File: src/rtl/core/mtd_pkg.sv
// Shared types, character codes and the letter table of the Morse text decoder.
package mtd_pkg;

   // Character codes of the stream.
   localparam logic [7:0] CharDot     = 8'h6F;
   localparam logic [7:0] CharDash    = 8'h2D;
   localparam logic [7:0] CharSlash   = 8'h2F;
   localparam logic [7:0] CharSpace   = 8'h20;
   localparam logic [7:0] CharUnknown = 8'h3F;
   localparam logic [7:0] CharA       = 8'h41;
   localparam logic [7:0] CharZ       = 8'h5A;

   // Symbol count saturates here; only the first PatternBits symbols are kept.
   localparam logic [2:0] MaxSymbols  = 3'd5;
   localparam int         PatternBits = 4;

   // Result queue geometry.
   localparam int FifoDepth = 4;
   localparam int FifoAddrW = $clog2(FifoDepth);
   localparam int FifoCntW  = $clog2(FifoDepth + 1);

   typedef struct packed {
      logic [7:0] symbol_byte;
      logic       end_of_message;
   } req_payload_type;

   typedef struct packed {
      logic [7:0] text_char;
      logic       last_of_run;
   } rsp_payload_type;

   // Results of one decoded byte, handed to the result queue.
   typedef struct packed {
      logic [1:0]      count;
      rsp_payload_type first;
      rsp_payload_type second;
   } push_type;

   // Letter for a pattern of count symbols (bit i set for a dash at symbol i).
   function automatic logic [7:0] lookup_letter(input logic [2:0] count,
                                                input logic [PatternBits-1:0] pattern,
                                                input logic bad);
      logic [7:0] letter;
      case ({count, pattern})
         {3'd2, 4'b0010}: letter = 8'h41; // A
         {3'd4, 4'b0001}: letter = 8'h42; // B
         {3'd4, 4'b0101}: letter = 8'h43; // C
         {3'd3, 4'b0001}: letter = 8'h44; // D
         {3'd1, 4'b0000}: letter = 8'h45; // E
         {3'd4, 4'b0100}: letter = 8'h46; // F
         {3'd3, 4'b0011}: letter = 8'h47; // G
         {3'd4, 4'b0000}: letter = 8'h48; // H
         {3'd2, 4'b0000}: letter = 8'h49; // I
         {3'd4, 4'b1110}: letter = 8'h4A; // J
         {3'd3, 4'b0101}: letter = 8'h4B; // K
         {3'd4, 4'b0010}: letter = 8'h4C; // L
         {3'd2, 4'b0011}: letter = 8'h4D; // M
         {3'd2, 4'b0001}: letter = 8'h4E; // N
         {3'd3, 4'b0111}: letter = 8'h4F; // O
         {3'd4, 4'b0110}: letter = 8'h50; // P
         {3'd4, 4'b1011}: letter = 8'h51; // Q
         {3'd3, 4'b0010}: letter = 8'h52; // R
         {3'd3, 4'b0000}: letter = 8'h53; // S
         {3'd1, 4'b0001}: letter = 8'h54; // T
         {3'd3, 4'b0100}: letter = 8'h55; // U
         {3'd4, 4'b1000}: letter = 8'h56; // V
         {3'd3, 4'b0110}: letter = 8'h57; // W
         {3'd4, 4'b1001}: letter = 8'h58; // X
         {3'd4, 4'b1101}: letter = 8'h59; // Y
         {3'd4, 4'b0011}: letter = 8'h5A; // Z
         default:         letter = CharUnknown;
      endcase
      // A foreign byte in the letter spoils any match.
      if (bad) begin
         letter = CharUnknown;
      end
      return letter;
   endfunction

endpackage

File: src/rtl/core/morse_text_decoder_core.sv
// Path: a byte accepted into the input register is decoded from that register and its
// results are written into the result queue; the first result is offered from the queue
// entry once it is written, and the receiver may take it from there.
// Throughput: one byte per cycle, set by the single-pass decode between the input
// register and a four-entry result queue; a byte with two results gives them out one
// at a time, and input stalls when the queue cannot take two more results.
// Reset: synchronous, active high; clears the letter state and empties the queue.
module morse_text_decoder_core (
   input  logic                     clock,
   input  logic                     reset,
   input  logic                     req_valid,
   output logic                     req_stall,
   input  mtd_pkg::req_payload_type req_payload,
   output logic                     rsp_valid,
   input  logic                     rsp_stall,
   output mtd_pkg::rsp_payload_type rsp_payload
);
   import mtd_pkg::*;

   push_type push;
   logic     queue_room;

   // Byte decode and letter state.
   mtd_decode u_decode (
      .clock       (clock),
      .reset       (reset),
      .req_valid   (req_valid),
      .req_stall   (req_stall),
      .req_payload (req_payload),
      .queue_room  (queue_room),
      .push        (push)
   );

   // Result queue toward the output channel.
   mtd_result_fifo u_result_fifo (
      .clock       (clock),
      .reset       (reset),
      .push        (push),
      .queue_room  (queue_room),
      .rsp_valid   (rsp_valid),
      .rsp_stall   (rsp_stall),
      .rsp_payload (rsp_payload)
   );

endmodule

File: src/rtl/core/mtd_decode.sv
// Input register, letter state and single-pass decode of one stream byte.
module mtd_decode (
   input  logic                     clock,
   input  logic                     reset,
   input  logic                     req_valid,
   output logic                     req_stall,
   input  mtd_pkg::req_payload_type req_payload,
   input  logic                     queue_room,
   output mtd_pkg::push_type        push
);
   import mtd_pkg::*;

   logic                   in_valid_ff, in_valid_in;
   req_payload_type        in_data_ff;
   logic [2:0]             count_ff, count_in;
   logic [PatternBits-1:0] pattern_ff, pattern_in;
   logic                   bad_ff, bad_in;

   logic                   accept, advance;
   logic                   is_dot, is_dash, is_slash, is_space, is_symbol;
   logic [2:0]             count_upd;
   logic [PatternBits-1:0] pattern_upd;
   logic                   bad_upd;
   logic [7:0]             letter;
   logic                   eom;

   // The held byte moves on once the result queue has room for two results.
   assign advance   = in_valid_ff & queue_room;
   assign req_stall = in_valid_ff & ~queue_room;
   assign accept    = req_valid & ~req_stall;
   assign in_valid_in = accept | (in_valid_ff & ~advance);

   // Byte classification.
   always_comb begin
      is_dot    = (in_data_ff.symbol_byte == CharDot);
      is_dash   = (in_data_ff.symbol_byte == CharDash);
      is_slash  = (in_data_ff.symbol_byte == CharSlash);
      is_space  = (in_data_ff.symbol_byte == CharSpace);
      is_symbol = ~is_slash & ~is_space;
      eom       = in_data_ff.end_of_message;
   end

   // Letter state with this byte added as a symbol.
   always_comb begin
      count_upd   = (count_ff < MaxSymbols) ? count_ff + 3'd1 : count_ff;
      pattern_upd = pattern_ff;
      if (is_dash && count_ff < 3'(PatternBits)) begin
         pattern_upd = pattern_ff | (PatternBits'(1) << count_ff[1:0]);
      end
      bad_upd = bad_ff | ~(is_dot | is_dash);
   end

   // A separator decodes the letter so far; a symbol with the end flag decodes
   // the letter including itself.
   always_comb begin
      if (is_symbol) begin
         letter = lookup_letter(count_upd, pattern_upd, bad_upd);
      end else begin
         letter = lookup_letter(count_ff, pattern_ff, bad_ff);
      end
   end

   // Results of the held byte.
   always_comb begin
      push.count              = 2'd0;
      push.first.text_char    = letter;
      push.first.last_of_run  = 1'b1;
      push.second.text_char   = CharSpace;
      push.second.last_of_run = 1'b1;
      if (is_slash) begin
         push.count = (count_ff != 3'd0) ? 2'd1 : 2'd0;
      end else if (is_space) begin
         if (count_ff != 3'd0) begin
            push.count             = 2'd2;
            push.first.last_of_run = 1'b0;
         end else begin
            push.count           = 2'd1;
            push.first.text_char = CharSpace;
         end
      end else begin
         push.count = eom ? 2'd1 : 2'd0;
      end
      if (!advance) begin
         push.count = 2'd0;
      end
   end

   // Next letter state: separators and the end flag clear it.
   always_comb begin
      count_in   = count_ff;
      pattern_in = pattern_ff;
      bad_in     = bad_ff;
      if (advance) begin
         if (is_symbol && !eom) begin
            count_in   = count_upd;
            pattern_in = pattern_upd;
            bad_in     = bad_upd;
         end else begin
            count_in   = 3'd0;
            pattern_in = '0;
            bad_in     = 1'b0;
         end
      end
   end

   // Control and state registers.
   always_ff @(posedge clock) begin
      if (reset) begin
         in_valid_ff <= 1'b0;
         count_ff    <= 3'd0;
         pattern_ff  <= '0;
         bad_ff      <= 1'b0;
      end else begin
         in_valid_ff <= in_valid_in;
         count_ff    <= count_in;
         pattern_ff  <= pattern_in;
         bad_ff      <= bad_in;
      end
   end

   // Input payload register.
   always_ff @(posedge clock) begin
      if (accept) begin
         in_data_ff <= req_payload;
      end
   end

endmodule

File: src/rtl/core/mtd_result_fifo.sv
// Small result queue that takes up to two results per cycle and gives one while the receiver does not stall.
module mtd_result_fifo (
   input  logic                     clock,
   input  logic                     reset,
   input  mtd_pkg::push_type        push,
   output logic                     queue_room,
   output logic                     rsp_valid,
   input  logic                     rsp_stall,
   output mtd_pkg::rsp_payload_type rsp_payload
);
   import mtd_pkg::*;

   rsp_payload_type        entry_ff [FifoDepth];
   logic [FifoAddrW-1:0]   wr_ptr_ff, wr_ptr_in;
   logic [FifoAddrW-1:0]   rd_ptr_ff, rd_ptr_in;
   logic [FifoCntW-1:0]    count_ff, count_in;
   logic [FifoAddrW-1:0]   wr_next;
   logic                   pop;

   // Room for the worst case of two results, regardless of a pop this cycle.
   assign queue_room  = (count_ff <= FifoCntW'(FifoDepth - 2));
   assign rsp_valid   = (count_ff != '0);
   assign rsp_payload = entry_ff[rd_ptr_ff];
   assign pop         = rsp_valid & ~rsp_stall;
   assign wr_next     = wr_ptr_ff + FifoAddrW'(1);

   // Pointer and fill count update.
   always_comb begin
      wr_ptr_in = wr_ptr_ff + FifoAddrW'(push.count);
      rd_ptr_in = rd_ptr_ff + FifoAddrW'(pop);
      count_in  = count_ff + FifoCntW'(push.count) - FifoCntW'(pop);
   end

   always_ff @(posedge clock) begin
      if (reset) begin
         wr_ptr_ff <= '0;
         rd_ptr_ff <= '0;
         count_ff  <= '0;
      end else begin
         wr_ptr_ff <= wr_ptr_in;
         rd_ptr_ff <= rd_ptr_in;
         count_ff  <= count_in;
      end
   end

   // Entry writes: first result at the write pointer, second one after it.
   always_ff @(posedge clock) begin
      if (push.count != 2'd0) begin
         entry_ff[wr_ptr_ff] <= push.first;
      end
      if (push.count == 2'd2) begin
         entry_ff[wr_next] <= push.second;
      end
   end

endmodule

File: config.mk
export PLATFORM = sky130hd
export DESIGN_NAME = morse_text_decoder_core
export DESIGN_NICKNAME = d
export VERILOG_FILES = /design/src/rtl/core/mtd_pkg.sv /design/src/rtl/core/morse_text_decoder_core.sv /design/src/rtl/core/mtd_decode.sv /design/src/rtl/core/mtd_result_fifo.sv
export SDC_FILE = /design/constraint.sdc
export NUM_CORES = 1
export LEC_CHECK = 0
export BUFFER_PORTS_ARGS = -buffer_cell sky130_fd_sc_hd__buf_2
export CORE_ASPECT_RATIO = 2
export CORE_MARGIN = 3
export CORE_UTILIZATION = 45
export CTS_BUF_LIST = sky130_fd_sc_hd__clkbuf_4
export DETAILED_ROUTE_END_ITERATION = 12
export GPL_TIMING_DRIVEN = 1
export SETUP_SLACK_MARGIN = 0.1
export SYNTH_ARGS = -nofsm -noshare
export SYNTH_HDL_FRONTEND = slang
export SYNTH_HIERARCHICAL = 1
export SYNTH_SLANG_ARGS = --single-unit
File: constraint.sdc
create_clock -name clock -period 4.9 [get_ports clock]
set_input_delay 0.98 -clock clock [delete_from_list [all_inputs] [get_ports clock]]
set_output_delay 0.98 -clock clock [all_outputs]
set_load 0.05 [all_outputs]
==> metrics.md <==
| Metric | Value |
|---|---|
| Outcome | completed |
| Die span in x | 78.5 um |
| Critical-path cell with the highest stage delay | sky130_fd_sc_hd__dfxtp_1 |
| CP Launch Point | u_decode/count_ff[0] |
| Most used DFF post-synth | sky130_fd_sc_hd__edfxtp_1 |
| Startpoint of the lowest-slack hold path | u_decode/bad_ff |
| Worst stage delay on the critical path | 0.64 ns |
| Violation count after the first detailed-route iteration | 150 |
| Largest net degree at the start of global routing | 27 |
| Routed WL per cell | 19.8 um |
| Number of nets at the end of the flow | 484 |
| Total length of routed wires | 11600 um |
| Post-CTS setup-driven buffer insertion count | 0 |
| Setup WS post-layout | 1.28 ns |
| Dominant combinational cell family by area after synthesis | compound AO/OA/AOI/OAI gates |
| Timing-limited maximum frequency | 0.276 GHz |
| Post-synthesis share of cell area spent on xor and xnor gates | 0.00741 |
| Critical path buffer and inverter count | 3 |
| Combined global-route utilization of all metal layers | 0.202 |
| Post-route clock skew | 0.0252 ns |
| Per-instance average area after synthesis | 11.1 um^2 |
| CP arrival | 3.90 ns |
| Count of cells resized by post-cts repair | 0 |
| Worst slack after detailed placement | 1.34 ns |
| Worst VDD drop | 0.127 mV |
| First-pass GRT wire length | 18300 um |
| Cell-internal power | 0.938 mW |
| Die footprint | 0.0119 mm^2 |
| Clock Sink Count | 68 |
| Unrepaired setup endpoints after global routing | no |
| Number of design rule violations left after detail routing | 0 |
| Starting density of the core | 0.463 |
| Layout cell share with drive strength beyond 1 | 0.287 |
| Worst Tran Pin Value | 0.858 ns |
| Post-synthesis adder-cell area fraction | 0.0624 |
| Number of buffers inserted by port buffering | 23 |
| Clock insertion delay at the later pin of the skew report | 0.43 ns |
| Count of different cell masters after synthesis | 87 |
| Number of global-route vias before repair | 3555 |
| Iteration count of the initial detailed-routing pass | 5 |
| Count of pins over their slew limit | 0 |
| Comb power frac | 0.243 |
| Worst Setup End Kind | register |
| Setup violators final | 0 |
| GPL Wtd Cong | 0.955 |
| Nature of the critical path startpoint | register |
| Die Ht | 151 um |
| Critical path peak fanout | 13 |
| Clock-pin slew on the worst setup and hold paths | 0.12 ns |
| Count of standard-cell rows | 52 |
| Number of max-cap violations | 0 |
| Net Sw Power | 0.467 mW |
| Total core area | 0.0102 mm^2 |
| Area added between synthesis and finish | 6.90% |
| Post-DP HPWL | 8970 um |
| Lkg Pwr | 1.65 nW |
| Number of CTS-inserted buffers | 9 |
| Seq pwr share | 0.497 |
| Netlist area before placement | 0.00473 mm^2 |
| Total negative setup slack | 0 ns |
| Crit Reg-Reg Startpoint | u_decode/count_ff[0] |
| Power density relative to cell area | 278 mW/mm^2 |
| Post-detailed-route via-to-cell ratio | 6.01 |
| Required time at the endpoint of the critical path | 5.19 ns |
| Final ANT Viol Nets | 0 |
| Global route overflow | 0 |
| Critical path's top delay family | compound AO/OA/AOI/OAI gates |
| Clock tree from TritonCTS | built |
| I/O pins | 24 |
| Clk buf depth | 2 |
| Cell-by-cell listing of the critical path | inv_1 > ha_1 > nor2b_1 > a41oi_1 > buf_4 > inv_1 > ha_1 > mux2i_1 > o21ai_0 > a31oi_1 > a211oi_1 > mux2_2 |
| Final Hold Vio Count | 0 |
| Multiplexer share of the synthesized area | 0.147 |
| Number of synthesized register bits | 68 |
| Number of vias after detailed routing | 3537 |
| Number of hold-repair buffers added at the cts stage | 0 |
| Share of synthesized registers carrying an async set or reset | 0 |
| Relative max-transition margin | 0.426 |
| H-tree level count | 3 |
| Startpoint-to-endpoint class of the critical path | reg2reg |
| Count of flip-flops with a built-in enable after synthesis | 45 |
| Register area share after synthesis | 0.383 |
| Simple-gate portion of the synthesized area | 0.162 |
| Clock Power Share | 0.260 |
| Root Buffer Master | sky130_fd_sc_hd__clkbuf_4 |
| Number of standard cells after synthesis | 426 |
| Switching power as a share of total power | 0.333 |
| Worst Hold Class | reg2reg |
| Crit share post-route | 0.738 |
| Final critical delay including setup and external delays | 3.62 ns |
| Synth warnings | 6 |
| Initial antenna violation count | 1 |
| Compound-cell area share of the yosys netlist | 0.179 |
[power groups by stage]
stage	Clock, mW	Combinational [mW]	Sequential (mW)
after global routing	0.397	0.369	0.707
after floorplan	0	0.300	0.678
after global placement	0	0.335	0.713
final	0.365	0.342	0.698
after detailed placement	0	0.341	0.713
after CTS	0.378	0.342	0.700
[through the flow]
step                      power, mW  instances  utilization  area (um^2)  hold WS, ns
after floorplan               0.977        434            -         4760        0.458
after global placement         1.05        572        0.482         4920        0.489
after detailed placement       1.05        572        0.482         4920        0.491
after CTS                      1.42        588        0.495         5050        0.509
after global routing           1.47        589        0.495         5060        0.561
final                          1.40        589        0.495         5060        0.511
[tightest hold or removal path, stage by stage, from the launching register on]
cell and delay, ns:
sky130_fd_sc_hd__dfxtp_1 0.36, sky130_fd_sc_hd__nand2_1 0.06, sky130_fd_sc_hd__a21oi_1 0.05
[final cells by class]
type	instances	area [um^2]
timing repair buffer	33	190
inverter	18	72.6
clock inverter	5	52.6
sequential	68	1810
tap	135	169
clock buffer	11	82.6
fill	972	5160
antenna	1	2.50
multi-input combinational	318	2680
[Yosys cell counts (3+ instances only)]
library cell,n,area share
sky130_fd_sc_hd__edfxtp_1,45,0.29
sky130_fd_sc_hd__mux2_2,37,0.088
sky130_fd_sc_hd__dfxtp_1,23,0.097
sky130_fd_sc_hd__ha_1,22,0.058
sky130_fd_sc_hd__nor2_1,21,0.017
sky130_fd_sc_hd__o21ai_0,18,0.019
sky130_fd_sc_hd__a21oi_1,17,0.018
sky130_fd_sc_hd__nand2_1,17,0.013
sky130_fd_sc_hd__inv_1,14,0.011
sky130_fd_sc_hd__buf_4,13,0.021
sky130_fd_sc_hd__nor3_1,13,0.014
sky130_fd_sc_hd__a31oi_1,12,0.016
sky130_fd_sc_hd__nand3_1,11,0.012
sky130_fd_sc_hd__mux4_2,9,0.043
sky130_fd_sc_hd__buf_2,7,0.0074
sky130_fd_sc_hd__nor2b_1,7,0.0093
sky130_fd_sc_hd__or3_1,7,0.0093
sky130_fd_sc_hd__and2_1,6,0.0079
sky130_fd_sc_hd__mux2i_1,6,0.013
sky130_fd_sc_hd__a211oi_1,5,0.0079
sky130_fd_sc_hd__clkbuf_1,5,0.0040
sky130_fd_sc_hd__nand2b_1,5,0.0066
sky130_fd_sc_hd__buf_6,4,0.0095
sky130_fd_sc_hd__nor3b_1,4,0.0063
sky130_fd_sc_hd__a32oi_1,3,0.0056
sky130_fd_sc_hd__a32oi_4,3,0.017
sky130_fd_sc_hd__a41oi_1,3,0.0056
sky130_fd_sc_hd__o22ai_1,3,0.0040
sky130_fd_sc_hd__xor2_1,3,0.0056
[cell usage in the layout, fill, tap and decap left out, types with 6 or more instances in the layout]
master / Yosys / routed
sky130_fd_sc_hd__mux2_2: 37 / 37
sky130_fd_sc_hd__a31oi_1: 12 / 12
sky130_fd_sc_hd__nor3_1: 13 / 13
sky130_fd_sc_hd__edfxtp_1: 45 / 45
sky130_fd_sc_hd__nand3_1: 11 / 11
sky130_fd_sc_hd__and2_1: 6 / 6
sky130_fd_sc_hd__dfxtp_1: 23 / 23
sky130_fd_sc_hd__buf_4: 13 / 10
sky130_fd_sc_hd__clkbuf_4: 0 / 11
sky130_fd_sc_hd__nor2b_1: 7 / 7
sky130_fd_sc_hd__mux4_2: 9 / 9
sky130_fd_sc_hd__a21oi_1: 17 / 17
sky130_fd_sc_hd__nor2_1: 21 / 21
sky130_fd_sc_hd__mux2i_1: 6 / 6
sky130_fd_sc_hd__or3_1: 7 / 7
sky130_fd_sc_hd__buf_2: 7 / 23
sky130_fd_sc_hd__nand2_1: 17 / 17
sky130_fd_sc_hd__inv_1: 14 / 14
sky130_fd_sc_hd__conb_1: 2 / 10
sky130_fd_sc_hd__o21ai_0: 18 / 18
sky130_fd_sc_hd__ha_1: 22 / 22
[layer usage]
| metal | track usage | routed length [um] |
|---|---|---|
| met4 | 0.109 | 529 |
| met5 | 0 | 0 |
| met1 | 0.185 | 3960 |
| met3 | 0.0345 | 327 |
| met2 | 0.408 | 6820 |
[logic make-up after synthesis]
family                     count (synthesis)
other                                      2
AOI/OAI and AO/OA                        106
buffers and inverters                     48
DFF                                       68
and+or+nand+nor                          122
xor gates and xnor gates                   4
muxes                                     53
adders and majority gates                 23
[path summary, 6_finish.rpt]
| check | end | slack, ns | cells after the start |
|---|---|---|---|
| worst max-delay path | u_result_fifo/entry_ff[0][6] | 1.28 | 12 |
| worst min-delay path | u_decode/bad_ff | 0.51 | 2 |
| worst max register to register | u_result_fifo/entry_ff[0][6] | 1.28 | 12 |
| worst min register to register | u_decode/bad_ff | 0.51 | 2 |
Power figures use the tool's default switching activity.
